==> src/sv/ipcs_pkg.sv <==
// Shared types, constants and the ones-complement adder for the IP packet checksum block.
package ipcs_pkg;

    typedef enum logic [1:0] {
        MODE_IP   = 2'd0,
        MODE_ICMP = 2'd1,
        MODE_TCP  = 2'd2,
        MODE_UDP  = 2'd3
    } t_mode;

    localparam logic [15:0] PROTO_TCP   = 16'h0006;
    localparam logic [15:0] PROTO_UDP   = 16'h0011;
    localparam logic [15:0] MIN_LEN     = 16'd20;
    localparam logic [15:0] PAD_MASK    = 16'hFF00;

    localparam logic [14:0] IDX_LEN_WORD = 15'd1;
    localparam logic [14:0] IDX_PROTO    = 15'd4;
    localparam logic [14:0] IDX_PSEUDO_L = 15'd5;
    localparam logic [14:0] IDX_IP_LAST  = 15'd9;

    typedef struct packed {
        logic [1:0]  func;
        logic [15:0] pkt_word;
        logic        first;
    } t_item;

    typedef struct packed {
        logic        valid;
        logic [15:0] checksum;
        logic        length_error;
    } t_result;

    // 16-bit add with end-around carry; the result never exceeds 0xFFFF.
    function automatic logic [15:0] add_oc(input logic [15:0] a, input logic [15:0] w);
        logic [16:0] s;
        s = {1'b0, a} + {1'b0, w};
        return s[15:0] + {15'd0, s[16]};
    endfunction

endpackage

==> src/sv/ipcs_engine.sv <==
// Checksum engine: per-packet state and the combinational word update.
module ipcs_engine (
    input  logic            i_clk,
    input  logic            i_rst_n,
    input  logic            i_en,
    input  ipcs_pkg::t_item i_item,
    output ipcs_pkg::t_result o_res
);

    logic [15:0]     r_acc,  n_acc;
    logic [14:0]     r_idx,  n_idx;
    logic [15:0]     r_tl,   n_tl;
    ipcs_pkg::t_mode r_mode, n_mode;
    logic            r_active, n_active;

    logic [15:0]     eff_acc, eff_tl, tl_now, v, acc_new, len_field;
    logic [14:0]     eff_idx, last;
    logic [16:0]     len_plus;
    logic [15:0]     half_words, last_w;
    ipcs_pkg::t_mode eff_mode;
    logic            eff_active, is_len_word, is_short, is_last, is_l4, count, done;

    always_comb begin
        eff_active = i_item.first | r_active;
        eff_mode   = i_item.first ? ipcs_pkg::t_mode'(i_item.func) : r_mode;
        eff_idx    = i_item.first ? 15'd0 : r_idx;
        eff_acc    = i_item.first ? 16'd0 : r_acc;
        eff_tl     = i_item.first ? 16'd0 : r_tl;

        is_len_word = (eff_idx == ipcs_pkg::IDX_LEN_WORD);
        tl_now      = is_len_word ? i_item.pkt_word : eff_tl;
        is_short    = is_len_word && (i_item.pkt_word < ipcs_pkg::MIN_LEN);

        // Last counted word index: length rounded up to whole words, minus one (fixed for IP mode).
        len_plus   = {1'b0, tl_now} + 17'd1;
        half_words = len_plus[16:1];
        last_w     = half_words - 16'd1;
        last       = (eff_mode == ipcs_pkg::MODE_IP) ? ipcs_pkg::IDX_IP_LAST : last_w[14:0];
        is_last    = (eff_idx != 15'd0) && (eff_idx == last);

        is_l4 = (eff_mode == ipcs_pkg::MODE_TCP) || (eff_mode == ipcs_pkg::MODE_UDP);
        count = !is_l4 || (eff_idx >= ipcs_pkg::IDX_PROTO);

        len_field = tl_now - ipcs_pkg::MIN_LEN;
        v = i_item.pkt_word;
        if (is_l4 && eff_idx == ipcs_pkg::IDX_PROTO) begin
            v = (eff_mode == ipcs_pkg::MODE_TCP) ? ipcs_pkg::PROTO_TCP : ipcs_pkg::PROTO_UDP;
        end else if (is_l4 && eff_idx == ipcs_pkg::IDX_PSEUDO_L) begin
            v = len_field;
        end
        if (is_last && eff_mode != ipcs_pkg::MODE_IP && tl_now[0]) begin
            v = v & ipcs_pkg::PAD_MASK;
        end

        acc_new = count ? ipcs_pkg::add_oc(eff_acc, v) : eff_acc;
        done    = is_short || is_last;

        o_res.valid        = i_en && eff_active && done;
        o_res.checksum     = is_short ? 16'd0 : ~acc_new;
        o_res.length_error = is_short;

        n_acc    = r_acc;
        n_idx    = r_idx;
        n_tl     = r_tl;
        n_mode   = r_mode;
        n_active = r_active;
        if (i_en && eff_active) begin
            n_acc    = acc_new;
            n_idx    = eff_idx + 15'd1;
            n_tl     = tl_now;
            n_mode   = eff_mode;
            n_active = !done;
        end
    end

    always_ff @(posedge i_clk) begin
        if (!i_rst_n) begin
            r_acc    <= 16'd0;
            r_idx    <= 15'd0;
            r_tl     <= 16'd0;
            r_mode   <= ipcs_pkg::MODE_IP;
            r_active <= 1'b0;
        end else begin
            r_acc    <= n_acc;
            r_idx    <= n_idx;
            r_tl     <= n_tl;
            r_mode   <= n_mode;
            r_active <= n_active;
        end
    end

endmodule

==> src/sv/ip_packet_checksum_top.sv <==
// Top level of the IP packet checksum block: input register, checksum engine, result register.
// Path: a word accepted into the input register passes through the engine into the result register.
// Throughput: one packet word per cycle while the result register is not stalled; the engine's
// single add with end-around carry sits between the input register and the result register.
// Reset: synchronous, active low; both registers empty, engine idle with a zero sum.
module ip_packet_checksum_top (
    input  logic        i_clk,
    input  logic        i_rst_n,
    input  logic        i_in_valid,
    output logic        o_in_stall,
    input  logic [1:0]  i_func,
    input  logic [15:0] i_pkt_word,
    input  logic        i_first,
    output logic        o_out_valid,
    input  logic        i_out_stall,
    output logic [15:0] o_checksum,
    output logic        o_length_error
);

    // Input register. It holds one transaction until the engine can take it.
    logic             r_in_valid;
    ipcs_pkg::t_item  r_in_item;

    // Result register.
    logic             r_out_valid;
    logic [15:0]      r_checksum;
    logic             r_length_error;

    ipcs_pkg::t_result engine_res;
    logic              advance;
    logic              in_take;

    // The engine steps whenever the result register is free or being emptied this cycle.
    // While a finished result waits, every held word stalls behind it, even one that
    // would produce nothing.
    assign advance    = !r_out_valid || !i_out_stall;
    assign o_in_stall = r_in_valid && !advance;
    assign in_take    = i_in_valid && !o_in_stall;

    ipcs_engine u_engine (
        .i_clk   (i_clk),
        .i_rst_n (i_rst_n),
        .i_en    (r_in_valid && advance),
        .i_item  (r_in_item),
        .o_res   (engine_res)
    );

    always_ff @(posedge i_clk) begin
        if (!i_rst_n) begin
            r_in_valid <= 1'b0;
        end else if (!o_in_stall) begin
            r_in_valid <= i_in_valid;
        end
    end

    always_ff @(posedge i_clk) begin
        if (in_take) begin
            r_in_item.func     <= i_func;
            r_in_item.pkt_word <= i_pkt_word;
            r_in_item.first    <= i_first;
        end
    end

    always_ff @(posedge i_clk) begin
        if (!i_rst_n) begin
            r_out_valid <= 1'b0;
        end else if (advance) begin
            r_out_valid <= engine_res.valid;
        end
    end

    always_ff @(posedge i_clk) begin
        if (advance && engine_res.valid) begin
            r_checksum     <= engine_res.checksum;
            r_length_error <= engine_res.length_error;
        end
    end

    assign o_out_valid    = r_out_valid;
    assign o_checksum     = r_checksum;
    assign o_length_error = r_length_error;

    // A short length result always carries a zero checksum.
    a_short_zero: assert property (@(posedge i_clk) disable iff (!i_rst_n)
        o_out_valid && o_length_error |-> o_checksum == 16'd0)
        else $error("length error result with non-zero checksum");

    // The input side only stalls while a transaction is actually held.
    a_stall_held: assert property (@(posedge i_clk) disable iff (!i_rst_n)
        o_in_stall |-> r_in_valid)
        else $error("input stalled with an empty input register");

    // A held transaction that cannot advance is still there next cycle.
    a_no_loss: assert property (@(posedge i_clk) disable iff (!i_rst_n)
        r_in_valid && !advance |=> r_in_valid)
        else $error("held transaction lost while stalled");

    // A result is only produced when the engine stepped on a held transaction.
    a_res_source: assert property (@(posedge i_clk) disable iff (!i_rst_n)
        engine_res.valid |-> r_in_valid)
        else $error("engine result without an input transaction");

endmodule

==> config.mk <==
export PLATFORM = sky130hd
export DESIGN_NAME = ip_packet_checksum_top
export DESIGN_NICKNAME = d
export VERILOG_FILES = /design/src/sv/ipcs_pkg.sv /design/src/sv/ipcs_engine.sv /design/src/sv/ip_packet_checksum_top.sv
export SDC_FILE = /design/constraint.sdc
export NUM_CORES = 1
export LEC_CHECK = 0
export BUFFER_PORTS_ARGS = -buffer_cell sky130_fd_sc_hd__buf_4
export CAP_MARGIN = 20
export CELL_PAD_IN_SITES_DETAIL_PLACEMENT = 1
export CELL_PAD_IN_SITES_GLOBAL_PLACEMENT = 1
export CORE_ASPECT_RATIO = 1.2
export CORE_MARGIN = 1.5
export CORE_UTILIZATION = 48
export CTS_BUF_LIST = sky130_fd_sc_hd__clkbuf_8
export DETAILED_ROUTE_END_ITERATION = 16
export GPL_TIMING_DRIVEN = 0
export PLACE_DENSITY = 0.8
export SLEW_MARGIN = 20
export SYNTH_ARGS = -nofsm -noshare
export SYNTH_HDL_FRONTEND = slang
export SYNTH_SLANG_ARGS = --single-unit
==> constraint.sdc <==
create_clock -name i_clk -period 12.2 [get_ports i_clk]
set_input_delay 2.44 -clock i_clk [delete_from_list [all_inputs] [get_ports i_clk]]
set_output_delay 2.44 -clock i_clk [all_outputs]
set_load 0.02 [all_outputs]
## Word-level counts from Yosys, hierarchy flattened

Index checks and enable logic that the tools add are counted.

| word-level totals | value |
|---|---|
| output and inout port bits | 19 |
| word-level logic and storage cells | 64 |
| bits in registers | 88 |
| input port bits | 23 |

| cells by class | value |
|---|---|
| muxes and demuxes | 11 |
| bitwise gates (word level) | 2 |
| reduce and logical (&&, ||, !) cells | 25 |
| equality and inequality tests | 6 |
| add/sub/neg operators | 6 |
| $lt $le $gt $ge | 2 |

Operators by type and width:

| kind | number |
|---|---|
| $mux 16 | 6 |
| $eq 15x3->1 const B | 2 |
| $mux 15 | 2 |
| $add 16x16->17 | 1 |
| $add 16x1->16 | 1 |
| $add 16x1->16 const B | 1 |
| $lt 16x5->1 const B | 1 |
| $not 16->16 | 1 |
| $sub 16x5->16 const B | 1 |
| $add 15x1->15 const B | 1 |
| $eq 15x1->1 const B | 1 |
| $eq 15x15->1 | 1 |
| $ge 15x3->1 const B | 1 |
| $reduce_bool 15->1 | 1 |
| $sub 15x1->15 const B | 1 |
| $logic_and 1x1->1 | 12 |
| $mux 8 | 1 |
| $logic_not 1->1 | 6 |
| $mux 5 | 1 |
| $eq 2x2->1 const B | 2 |
| $logic_or 1x1->1 | 4 |
| $logic_not 2->1 | 1 |
| $mux 2 | 1 |
| $reduce_bool 2->1 | 1 |
| $or 1x1->1 | 1 |

## Depth between registers and ports, before layout

Gate-level depths: netlist of run 1.

| depth | value |
|---|---|
| depth after elaboration | 15 |
| mapped depth | 53 |
| depth with buffers taken out | 45 |

## Modules after synthesis

Synthesis of run 1 repeated with hierarchy kept, for this count alone.

| second synthesis, totals | value |
|---|---|
| cells, all modules | 962 |
| area total of the unflattened synthesis | 7581.0 µm² |

By module, submodules not included:

| module | cells each | seq. area each (µm²) | times used | area each (µm²) |
|---|---|---|---|---|
| ipcs_engine | 917 | 1001.0 | 1 | 6408.6 |
| ip_packet_checksum_top | 45 | 1121.1 | 1 | 1172.4 |

## Worst setup path after synthesis of run 1

OpenSTA, ideal clock, no wires.

| path | value |
|---|---|
| path type | register to register |
| start | reg r_in_item[0] in the netlist's numbering |
| end | reg r_checksum[12], in the netlist o_checksum[12] (data pin) |
| cell stages (with the launch flop) | 52 |
| buffers on the path | 8 |
| library setup time | 0.266 ns |
| clock period less this slack | 9.764 ns |
| required time | 11.934 ns |
| slack | 2.436 ns |
| data arrival time | 9.498 ns |
| cell sequence | edfxtp_1 -> clkbuf_1 -> buf_2 -> nand2b_1 -> inv_1 -> ha_1 -> nor4b_2 -> nand4_2 -> buf_4 -> nand2_2 -> buf_4 -> buf_2 -> buf_2 -> buf_1 -> a21boi_0 -> inv_1 -> ha_1 -> buf_2 -> [... 16 more ...] -> o21a_1 -> o21ai_0 -> a21oi_1 -> o211a_1 -> o21a_1 -> o21ai_0 -> a21oi_1 -> o21ai_0 -> nand2b_1 -> ha_1 -> ha_1 -> and3_1 -> nand3_1 -> nor4_1 -> or3b_2 -> xor2_1 -> a21oi_1 -> nor2_1 |

| between the ends | value |
|---|---|
| elaborated cells between the ends (all ways) | 36 |
| those cells by class | add/sub: 5; order compare: 1; eq/ne: 6; mux: 11; bitwise: 1; reduce/logical: 12 |

RTL lines:

| item | line | text |
|---|---|---|
| from (decl) | ip_packet_checksum_top.sv:22 | `ipcs_pkg::t_item r_in_item;` |
| $mux 15 | ipcs_engine.sv:26 | `eff_idx = i_item.first ? 15'd0 : r_idx;` |
| $eq 15x1->1 | ipcs_engine.sv:30 | `is_len_word = (eff_idx == ipcs_pkg::IDX_LEN_WORD);` |
| $mux 16 (*) | ipcs_engine.sv:31 | `tl_now = is_len_word ? i_item.pkt_word : eff_tl;` |
| $sub 16x5->16 (*) | ipcs_engine.sv:44 | `len_field = tl_now - ipcs_pkg::MIN_LEN;` |
| via u_engine.len_field[1] | ipcs_engine.sv:16 | `logic [15:0] eff_acc, eff_tl, tl_now, v, acc_new, len_field;` |
| $mux 16 (*) | ipcs_engine.sv:48 | `end else if (is_l4 && eff_idx == ipcs_pkg::IDX_PSEUDO_L) begin` |
| $mux 16 (*) | ipcs_engine.sv:46 | `if (is_l4 && eff_idx == ipcs_pkg::IDX_PROTO) begin` |
| $mux 8 (*) | ipcs_engine.sv:51 | `if (is_last && eff_mode != ipcs_pkg::MODE_IP && tl_now[0]) begin` |
| $add 16x16->17 (*) | ipcs_pkg.sv:36 | `s = {1'b0, a} + {1'b0, w};` |
| $add 16x1->16 (*) | ipcs_pkg.sv:37 | `return s[15:0] + {15'd0, s[16]};` |
| $mux 16 (*) | ipcs_engine.sv:55 | `acc_new = count ? ipcs_pkg::add_oc(eff_acc, v) : eff_acc;` |
| $not 16->16 (*) | ipcs_engine.sv:59 | `o_res.checksum = is_short ? 16'd0 : ~acc_new;` |
| to (signal assigned) | ip_packet_checksum_top.sv:74 | `r_checksum <= engine_res.checksum;` |
| to (decl) | ip_packet_checksum_top.sv:26 | `logic [15:0] r_checksum;` |

Mark *: on every way through the listed nets, which the timed path passes. The rest lies on a longest branch.
A chain may end at the register's enable or synchronous reset.

## Worst setup path in the final report of run 1

| path | value |
|---|---|
| start | reg r_in_item[0] in the netlist's numbering |
| end | reg u_engine.r_acc[15] |

| between the ends | value |
|---|---|
| cells in the longest elaborated chain, start to end | 14 |
| elaborated cells between the ends (all ways) | 36 |
| those cells by class | add/sub: 5; order compare: 1; eq/ne: 6; mux: 11; bitwise: 1; reduce/logical: 12 |

RTL lines:

| item | line | text |
|---|---|---|
| $mux 15 | ipcs_engine.sv:26 |  |
| $eq 15x1->1 | ipcs_engine.sv:30 |  |
| $mux 16 (*) | ipcs_engine.sv:31 |  |
| via u_engine.tl_now[2] | ipcs_engine.sv:16 |  |
| $add 16x1->16 | ipcs_engine.sv:35 | `len_plus = {1'b0, tl_now} + 17'd1;` |
| $sub 15x1->15 | ipcs_engine.sv:37 | `last_w = half_words - 16'd1;` |
| $mux 15 | ipcs_engine.sv:38 | `last = (eff_mode == ipcs_pkg::MODE_IP) ? ipcs_pkg::IDX_IP_LAST : last_w[14:0];` |
| $eq 15x15->1 | ipcs_engine.sv:39 | `is_last = (eff_idx != 15'd0) && (eff_idx == last);` |
| $logic_and 1x1->1 | ipcs_engine.sv:39 |  |
| $logic_and 1x1->1 (2 in series) | ipcs_engine.sv:51 |  |
| $mux 8 | ipcs_engine.sv:51 |  |
| $add 16x16->17 (*) | ipcs_pkg.sv:36 |  |
| $add 16x1->16 (*) | ipcs_pkg.sv:37 |  |
| $mux 16 (*) | ipcs_engine.sv:55 |  |
| to (signal assigned) | ipcs_engine.sv:84 | `r_acc <= n_acc;` |
| to (decl) | ipcs_engine.sv:10 | `logic [15:0] r_acc, n_acc;` |

Marked as above.

==> flow_summary.toml, run 1 <==
[logic_synthesis]
synth_top_area_share = 0.143
synth_top_area_cell = "edfxtp_1"
synth_async_sr_flop_share = 0
yosysSeqAreaShare = 0.280
yosys_warnings = 0
syn_avg_cell_area_sq_um = 7.92
synth_flop_cell = "dfxtp_1"
syn-instance-count = 956
synth-edff-count = 36
yosysUniqueCellTypes = 85
synth_area_sq_um = 7570
ys_seq_elements = 88
syn-num-nets = 1005
netlist_top_cells_area = "edfxtp_1, dfxtp_1, nand2_1"

[flow_run]
maxCapViolCount = 0

[setup_path]
crit_type = "flip-flop to flip-flop"
rrSetupSlack_ns = 0.68
cp.required_ns = 12.51
cp_slowest_cell = "or4_1"
arrival_ns = 11.83
crit_path_end_kind = "flip-flop"
crit_path_start_kind = "flip-flop"
cp_max_fo = 19
slowest_delay_ns = 0.48
crit_top_cell = "ha_1"

[final_layout]
diodes = 0
fin_nets = 1065
areaGrowthSynthToFinish_pct = 12.1
regArea_sq_um = 2120
n_fill_cell = 1993
stdcell_count = 1229
drive_gt1_frac = 0.125
multiInputGateArea_sq_um = 5160

[placement]
place_inst = 1207
place_ws_ns = -0.156
portBuffers = 40
gp_congestion = 0.913
hpwl_mm = 21.1

[clock_tree]
clkLatencyLatePin_ns = 0.40
tritoncts = "built"
cts-buffers-inserted = 9
cts_buffer_depth = 2
cts_root_buf = "clkbuf_8"
htreeDepth = 3
clkSinkCount = 88
clk_pin_slew_ns = 0.11
cts-hold-fix-buffers = 0

[grt]
grt_antenna_before_repair = 0
grt_pass1_wl_mm = 42.5
grtUsageTotal = 0.329
overflow = 0
grt_max_degree = 20
grt_pass1_vias = 7864

[floorplanning]
die_height_um = 141
fp-row-count = 50
start_util = 0.488
pin_count = 42
fp.dieArea_sq_um = 16500
core_sq_um = 15500
die_width_um = 118

[power_and_ir_drop]
p_leak_nw = 3.36
vdd_ir_drop_max_uv = 62.4
pwr_density_cell_nw_per_um2 = 93.9

[worst_hold_path]
hold_path.class = "flip-flop to flip-flop"

[routing]
vias = 7670
ant_nets = 0
route.detailed.drc = 0
drt-total-wl_mm = 27.0
viasPerCell = 6.24
drt_iter0_drc = 493
drt-pass1-iter-count = 5
routedWlPerCell_um = 21.9

[sta]
hold_violations = 0
final_max_slew_viol_count = 0
relSlewSlack = 0.310
skew_ns = 0.0147
max_freq_mhz = 86.8
worst_pin_slew_ns = 1.03
rsz0062_at_grt = "false"
fin_crit_ns = 11.52
setup_ws_ns = 0.678
setup_viol = 0
fin_crit_sh = 0.944

[status]
outcome = "complete, no violations"
## layout by cell type, fill, tap and decap left out, types with 8 or more instances in the layout
| cell | instances |
|---|---|
| a211oi_1 | 12 |
| a21boi_0 | 17 |
| a21oi_1 | 59 |
| and2_1 | 24 |
| and3_1 | 14 |
| buf_2 | 11 |
| buf_4 | 52 |
| clkbuf_1 | 31 |
| clkbuf_8 | 9 |
| dfxtp_1 | 52 |
| edfxtp_1 | 36 |
| ha_1 | 25 |
| inv_1 | 27 |
| mux2i_1 | 18 |
| nand2_1 | 107 |
| nand2b_1 | 10 |
| nand3_1 | 32 |
| nand4_1 | 18 |
| nor2_1 | 98 |
| nor2b_1 | 33 |
| nor3_1 | 29 |
| o211a_1 | 17 |
| o211ai_1 | 8 |
| o21a_1 | 11 |
| o21ai_0 | 37 |
| or3_1 | 9 |
| xnor2_1 | 45 |
| xor2_1 | 28 |
## stage by stage
step / hold slack [ns] / TNS, ns / power [W] / utilization / cell area [sq um]
floorplan: 0.436 / 0 / 0.000510 / - / 7570
global route: 0.487 / 0 / 0.000834 / 0.547 / 8490
global placement: 0.450 / -0.261 / 0.000575 / 0.524 / 8130
CTS: 0.469 / 0 / 0.000792 / 0.541 / 8390
detailed placement: 0.456 / -0.422 / 0.000582 / 0.527 / 8180
finish: 0.465 / 0 / 0.000797 / 0.547 / 8490
## sequential cells by signal (all words and copies together) (netlist names)
| signal | count |
|---|---|
| r_in_item | 19 |
| o_checksum | 16 |
| u_engine.r_acc | 16 |
| u_engine.r_tl | 16 |
| u_engine.r_idx | 15 |
| u_engine.r_mode | 2 |
| o_length_error | 1 |
| o_out_valid | 1 |
| r_in_valid | 1 |
| u_engine.r_active | 1 |
## Yosys cell counts (17+ instances only)
master	number
a21boi_0	18
xor2_1	28
mux2i_1	18
ha_1	25
nor3_1	29
and2_1	24
nor2_1	98
o21ai_0	39
nand4_1	18
nand3_1	32
nand2_1	107
dfxtp_1	52
xnor2_1	45
nor2b_1	34
a21oi_1	60
o211a_1	17
clkbuf_1	32
inv_1	27
edfxtp_1	36
## layer usage
metal / track usage / vias to the layer above / share of wire
li1: - / 3580 / -
met1: 0.383 / 3766 / 0.40
met2: 0.576 / 240 / 0.49
met3: 0.0360 / 84 / 0.048
met4: 0.218 / 0 / 0.057
met5: 0 / - / 0
## path summary, 6_finish.rpt
path,from,to,depth (start not counted)
max,r_in_item[0],u_engine.r_acc[15],49
min reg2reg,u_engine.r_acc[11],u_engine.r_acc[11],2
max reg2reg,r_in_item[0],u_engine.r_acc[15],49
min,u_engine.r_acc[11],u_engine.r_acc[11],2
## power breakdown
part | switching (W) | internal, W
sequential | 0.0000127 | 0.000320
clock | 0.000129 | 0.0000799
combinational | 0.000158 | 0.0000969
## area by class of cell
class	count	area share
clock buffer	9	0.0146
inverter	27	0.0119
multi-input combinational	786	0.608
sequential	88	0.250
clock inverter	7	0.00855
buffer	53	0.0286
timing repair buffer	51	0.0476
tap	208	0.0307
## cells by family after synthesis
| group | count (synthesis) | share of synthesized area |
|---|---|---|
| AO/OA/AOI/OAI | 236 | 0.219 |
| XOR/XNOR | 73 | 0.0844 |
| adder cells (fa/ha/maj) | 26 | 0.0439 |
| flip-flops | 88 | 0.280 |
| multiplexers | 25 | 0.0347 |
| buffers and inverters | 82 | 0.0459 |
| AND/OR/NAND/NOR | 426 | 0.292 |
## worst max-delay path, delay by kind of cell, from the launching register on
family,cells,cell delay (ns)
compound gates,13,2.62
xor+xnor,3,0.72
fa+ha+maj,4,1.20
buf+inv,10,2.16
flops,1,0.40
mux,1,0.39
simple gates,18,3.92
## timing repair
action / 4_1_cts / 5_1_grt
setup endpoints to repair: 6 / 22
gates resized for setup: 2 / 11
pin swaps: 1 / 3
setup buffers: 1 / 7
(Power assumes the default switching activity.)
==> run 2, diff against run 1 <==
RECOVER_POWER = 100   (was not set)
==> run 2 against run 1 <==
  * Die area unchanged
  * Global-route usage unchanged
  * First-iteration DRC count increased by 8.3%
  * Total power decreased by 0.33%
  * Sequential power about the same
  * Flip-flop and latch count unchanged
  * Register-to-register slack got worse by 0.04 ns
  * Non-clock buffer count unchanged
  * Critical endpoint unchanged
  * Count of clock-buffer cells in the layout unchanged
  * Critical path depth increased by 1
  * Routed wire length decreased by 0.21%
==> flow_summary.toml, run 2 (synthesis gave the netlist of run 1 again) <==
[grt]
grt_pass1_vias = 7864
overflow = 0
grt_max_degree = 20
grtUsageTotal = 0.329
grt_pass1_wl_mm = 42.5
grt_antenna_before_repair = 0

[clock_tree]
cts_buffer_depth = 2
clkSinkCount = 88
clkLatencyLatePin_ns = 0.40
clk_pin_slew_ns = 0.11
tritoncts = "built"
cts_root_buf = "clkbuf_8"
htreeDepth = 3
cts-buffers-inserted = 9

[floorplanning]
fp.dieArea_sq_um = 16500
fp-row-count = 50
pin_count = 42
core_sq_um = 15500
die_width_um = 118
start_util = 0.488
die_height_um = 141

[routing]
ant_nets = 0
viasPerCell = 6.22
vias = 7648
drt-pass1-iter-count = 5
drt_iter0_drc = 534
route.detailed.drc = 0
routedWlPerCell_um = 21.9
drt-total-wl_mm = 26.9

[setup_path]
arrival_ns = 11.87
cp.required_ns = 12.51
crit_path_start_kind = "flip-flop"
slowest_delay_ns = 0.48
crit_type = "flip-flop to flip-flop"
crit_top_cell = "ha_1"
cp_max_fo = 19
crit_path_end_kind = "flip-flop"
cp_slowest_cell = "or4_1"

[sta]
hold_violations = 0
relSlewSlack = 0.289
fin_crit_sh = 0.948
worst_pin_slew_ns = 1.06
setup_viol = 0
max_freq_mhz = 86.5
final_max_slew_viol_count = 0
rsz0062_at_grt = "false"
hold_slack_ns = 0.465
fin_crit_ns = 11.57
skew_ns = 0.0150
setup_ws_ns = 0.634

[power_and_ir_drop]
p_leak_nw = 3.26
power_frac_comb = 0.318
switchingPower_w = 0.000300
cellInternalPower_w = 0.000495
vdd_ir_drop_max_uv = 62.3
pwr-share-clk = 0.263
p_seq_frac = 0.419
pwr_density_cell_nw_per_um2 = 94.9
swShare = 0.377

[placement]
portBuffers = 40
placed_cell_area_sq_um = 8180
place_inst = 1207
hpwl_mm = 21.1
gp_congestion = 0.913
place_ws_ns = -0.156

[final_layout]
diodes = 0
areaGrowthSynthToFinish_pct = 10.5
fin_nets = 1065
utilization = 0.539
layout_common_cells = "nand2_1, nor2_1, a21oi_1, clkbuf_1, dfxtp_1"
stdcell_count = 1229
largest_register = "r_in_item"
final_common_cell = "nand2_1"
fin_area_sq_um = 8370
largest_reg_flops = 19
drive_gt1_frac = 0.0979

[flow_run]
maxCapViolCount = 0

[worst_hold_path]
hold_path.class = "flip-flop to flip-flop"

[status]
outcome = "complete, no violations"
[run 2: changes by cell type in the layout (fill, tap and decap cells not counted), sizes merged]
| cell | previous run | this run |
|---|---|---|
| clkbuf | 42 | 87 |
| buf | 71 | 26 |
[run 2: repair_timing]
item,CTS,global route
setup buffers,1,7
pin swaps,1,3
hold buffers,0,0
endpoints found under the setup margin,6,22
endpoints found under the hold margin,0,0
gates resized for setup,2,11
[run 2: power by group through the flow]
stage / sequential (W) / clock [W] / combinational [W]
global route: 0.000334 / 0.000224 / 0.000274
floorplan: 0.000334 / 0 / 0.000176
CTS: 0.000333 / 0.000212 / 0.000247
global placement: 0.000339 / 0 / 0.000236
detailed placement: 0.000339 / 0 / 0.000243
finish: 0.000333 / 0.000209 / 0.000253
[run 2: layout make-up]
cell class,count,area (sq um)
clock inverters,7,72.6
repair buffers,51,299
clock buffers,9,124
well taps,208,260
plain buffers,53,243
inverters,27,101
flip-flops and latches,88,2120
fillers,2018,7150
multi-input cells,786,5150
[run 2: stage by stage]
step,setup TNS (ns),power (W)
final,0,0.000794
after global routing,0,0.000832
after CTS,0,0.000792
after detailed placement,-0.422,0.000582
after global placement,-0.261,0.000575
after floorplan,0,0.000510
[run 2: path summary, 6_finish.rpt]
kind                           start                 end  slack, ns  cells after the start
hold / removal    u_engine.r_acc[11]  u_engine.r_acc[11]       0.46                      2
setup reg to reg        r_in_item[0]  u_engine.r_acc[15]       0.63                     50
setup / recovery        r_in_item[0]  u_engine.r_acc[15]       0.63                     50
hold reg to reg   u_engine.r_acc[11]  u_engine.r_acc[11]       0.46                      2
[run 2: critical path: cells and delay by family (launching register included)]
family	cells	cell delay, ns
xor gates and xnor gates	3	0.66
and+or+nand+nor	18	4.25
buffers and inverters	10	2.17
adders and majority gates	4	1.18
AOI/OAI and AO/OA	14	2.54
DFF	1	0.40
muxes	1	0.19
[run 2: routing by layer]
metal / vias up / global-route usage / share of wire
met3: 90 / 0.0360 / 0.041
li1: 3584 / - / -
met2: 219 / 0.576 / 0.49
met1: 3755 / 0.383 / 0.41
met4: 0 / 0.218 / 0.060
met5: - / 0 / 0
==> run 3, diff against run 2 <==
BUFFER_PORTS_ARGS = not set   (was -buffer_cell sky130_fd_sc_hd__buf_4)
CORE_MARGIN = 1   (was 1.5)
CORE_UTILIZATION = 50   (was 48)
DONT_BUFFER_PORTS = 1   (was not set)
==> run 3 against run 2 <==
  * First-iteration DRC count fell by 9.2%
  * Non-clock buffer count decreased by 36
  * Register-to-register slack worse by 0.07 ns
  * Critical path depth up 2
  * Global-route usage is 3.8 points higher
  * Clock skew up 0.0061 ns
  * Routed wire length is 3.8% higher
  * Total power is essentially flat
  * Core utilization up 2.3 points
  * Flip-flop and latch count stayed put
  * Sequential power barely moved
  * Critical endpoint is now u_engine.r_acc[12]
  * Largest cell class unchanged
==> flow_summary.toml, run 3 (synthesis gave the netlist of run 1 again) <==
[placement]
hpwl_mm = 22.0
place_inst = 1159
portBuffers = 0
place_ws_ns = -0.540
gp_congestion = 0.959
placed_cell_area_sq_um = 7870

[sta]
setup_ws_ns = 0.567
hold_violations = 0
hold_slack_ns = 0.468
fin_crit_sh = 0.954
skew_ns = 0.0211
fin_crit_ns = 11.63
worst_pin_slew_ns = 0.894
final_max_slew_viol_count = 0
max_freq_mhz = 86.0
setup_viol = 0
relSlewSlack = 0.396

[floorplanning]
fp.dieArea_sq_um = 15600
pin_count = 42
start_util = 0.519
fp-row-count = 48
die_width_um = 114
core_sq_um = 14600
die_height_um = 137

[final_layout]
largest_register = "r_in_item"
fin_area_sq_um = 8210
fin_nets = 1029
areaGrowthSynthToFinish_pct = 8.43
drive_gt1_frac = 0.0924
largest_reg_flops = 19
layout_common_cells = "nand2_1, nor2_1, a21oi_1, dfxtp_1, xnor2_1"
final_common_cell = "nand2_1"
stdcell_count = 1185
diodes = 0

[clock_tree]
cts_root_buf = "clkbuf_8"
clk_pin_slew_ns = 0.11
clkSinkCount = 88
cts_buffer_depth = 2
cts-buffers-inserted = 9
clkLatencyLatePin_ns = 0.40
cts-hold-fix-buffers = 0
htreeDepth = 3
tritoncts = "built"

[setup_path]
cp_slowest_cell = "or4_1"
arrival_ns = 11.95
crit_type = "flip-flop to flip-flop"
cp.required_ns = 12.52
cp_max_fo = 10
slowest_delay_ns = 0.52
crit_path_start_kind = "flip-flop"
crit_top_cell = "ha_1"
crit_path_end_kind = "flip-flop"

[power_and_ir_drop]
p_leak_nw = 3.17
pwr_density_cell_nw_per_um2 = 96.8
vdd_ir_drop_max_uv = 57.7
power_w = 0.000795

[flow_run]
maxCapViolCount = 0

[status]
outcome = "complete, no violations"

[routing]
drt_iter0_drc = 485
drt-total-wl_mm = 27.9
routedWlPerCell_um = 23.6
ant_nets = 0
drt-pass1-iter-count = 5
vias = 7599
viasPerCell = 6.41
route.detailed.drc = 0

[grt]
gr-usage-met3 = 0.0624
use_met1 = 0.403
overflow = 0
grtUsageTotal = 0.367
top_usage_layer = "met2"
met2_usage = 0.643
grt_pass1_vias = 8053
grt_antenna_before_repair = 1
grt_max_degree = 19
grt_pass1_wl_mm = 43.2

[worst_hold_path]
hold_path.class = "flip-flop to flip-flop"
[run 3: cell count changes in the layout (fill, tap and decap cells not counted), moves of 2 or more]
| cell | before | now |
|---|---|---|
| a21oi_2 | 1 | 3 |
| buf_4 | 11 | 17 |
| clkbuf_4 | 19 | 2 |
| a21oi_1 | 60 | 58 |
| clkbuf_1 | 58 | 34 |
[run 3: critical path, delay by kind of cell, from the launching register on]
family	cells	cell delay [ns]
muxes	1	0.34
and+or+nand+nor	18	4.15
buffers and inverters	11	2.28
DFF	1	0.46
AOI/OAI and AO/OA	15	2.72
adders and majority gates	6	1.43
xor gates and xnor gates	1	0.16
[run 3: cell type report]
cell class,instances,area [sq um]
Fill cell,1814,6380
Clock inverter,7,75.1
Buffer,54,250
Inverter,27,105
Clock buffer,9,124
Tap cell,200,250
Sequential cell,88,2120
Multi-Input combinational cell,786,5180
Timing Repair Buffer,14,105
[run 3: path summary, 6_finish.rpt]
kind                           from            endpoint  slack [ns]  depth (start not counted)
hold / removal    u_engine.r_acc[5]   u_engine.r_acc[5]        0.47                          2
setup reg to reg       r_in_item[0]  u_engine.r_acc[12]        0.57                         52
hold reg to reg   u_engine.r_acc[5]   u_engine.r_acc[5]        0.47                          2
setup / recovery       r_in_item[0]  u_engine.r_acc[12]        0.57                         52
[run 3: power by group]
part,switching (W),internal (W)
clock network,0.000129,0.0000806
registers,0.0000130,0.000320
logic,0.000159,0.0000928
[run 3: timing repair]
action | CTS | global route
setup endpoints to repair | 14 | 19
cloned | 0 | 0
pin swaps | 2 | 2
resized for setup | 8 | 10
buffers inserted | 3 | 8
[run 3: layer usage]
metal  routed length [um]  part of all wire  up-vias
li1                     -                 -     3503
met1                10800              0.39     3740
met2                13800              0.50      253
met3                 1460             0.052      101
met4                 1850             0.066        2
met5                   10           0.00036        -
[run 3: through the flow]
| stage | TNS, ns | utilization |
|---|---|---|
| detailed placement | -3.62 | 0.539 |
| global placement | -0.283 | 0.536 |
| CTS | 0 | 0.557 |
| floorplan | 0 | - |
| global route | -0.00363 | 0.563 |
| finish | 0 | 0.563 |
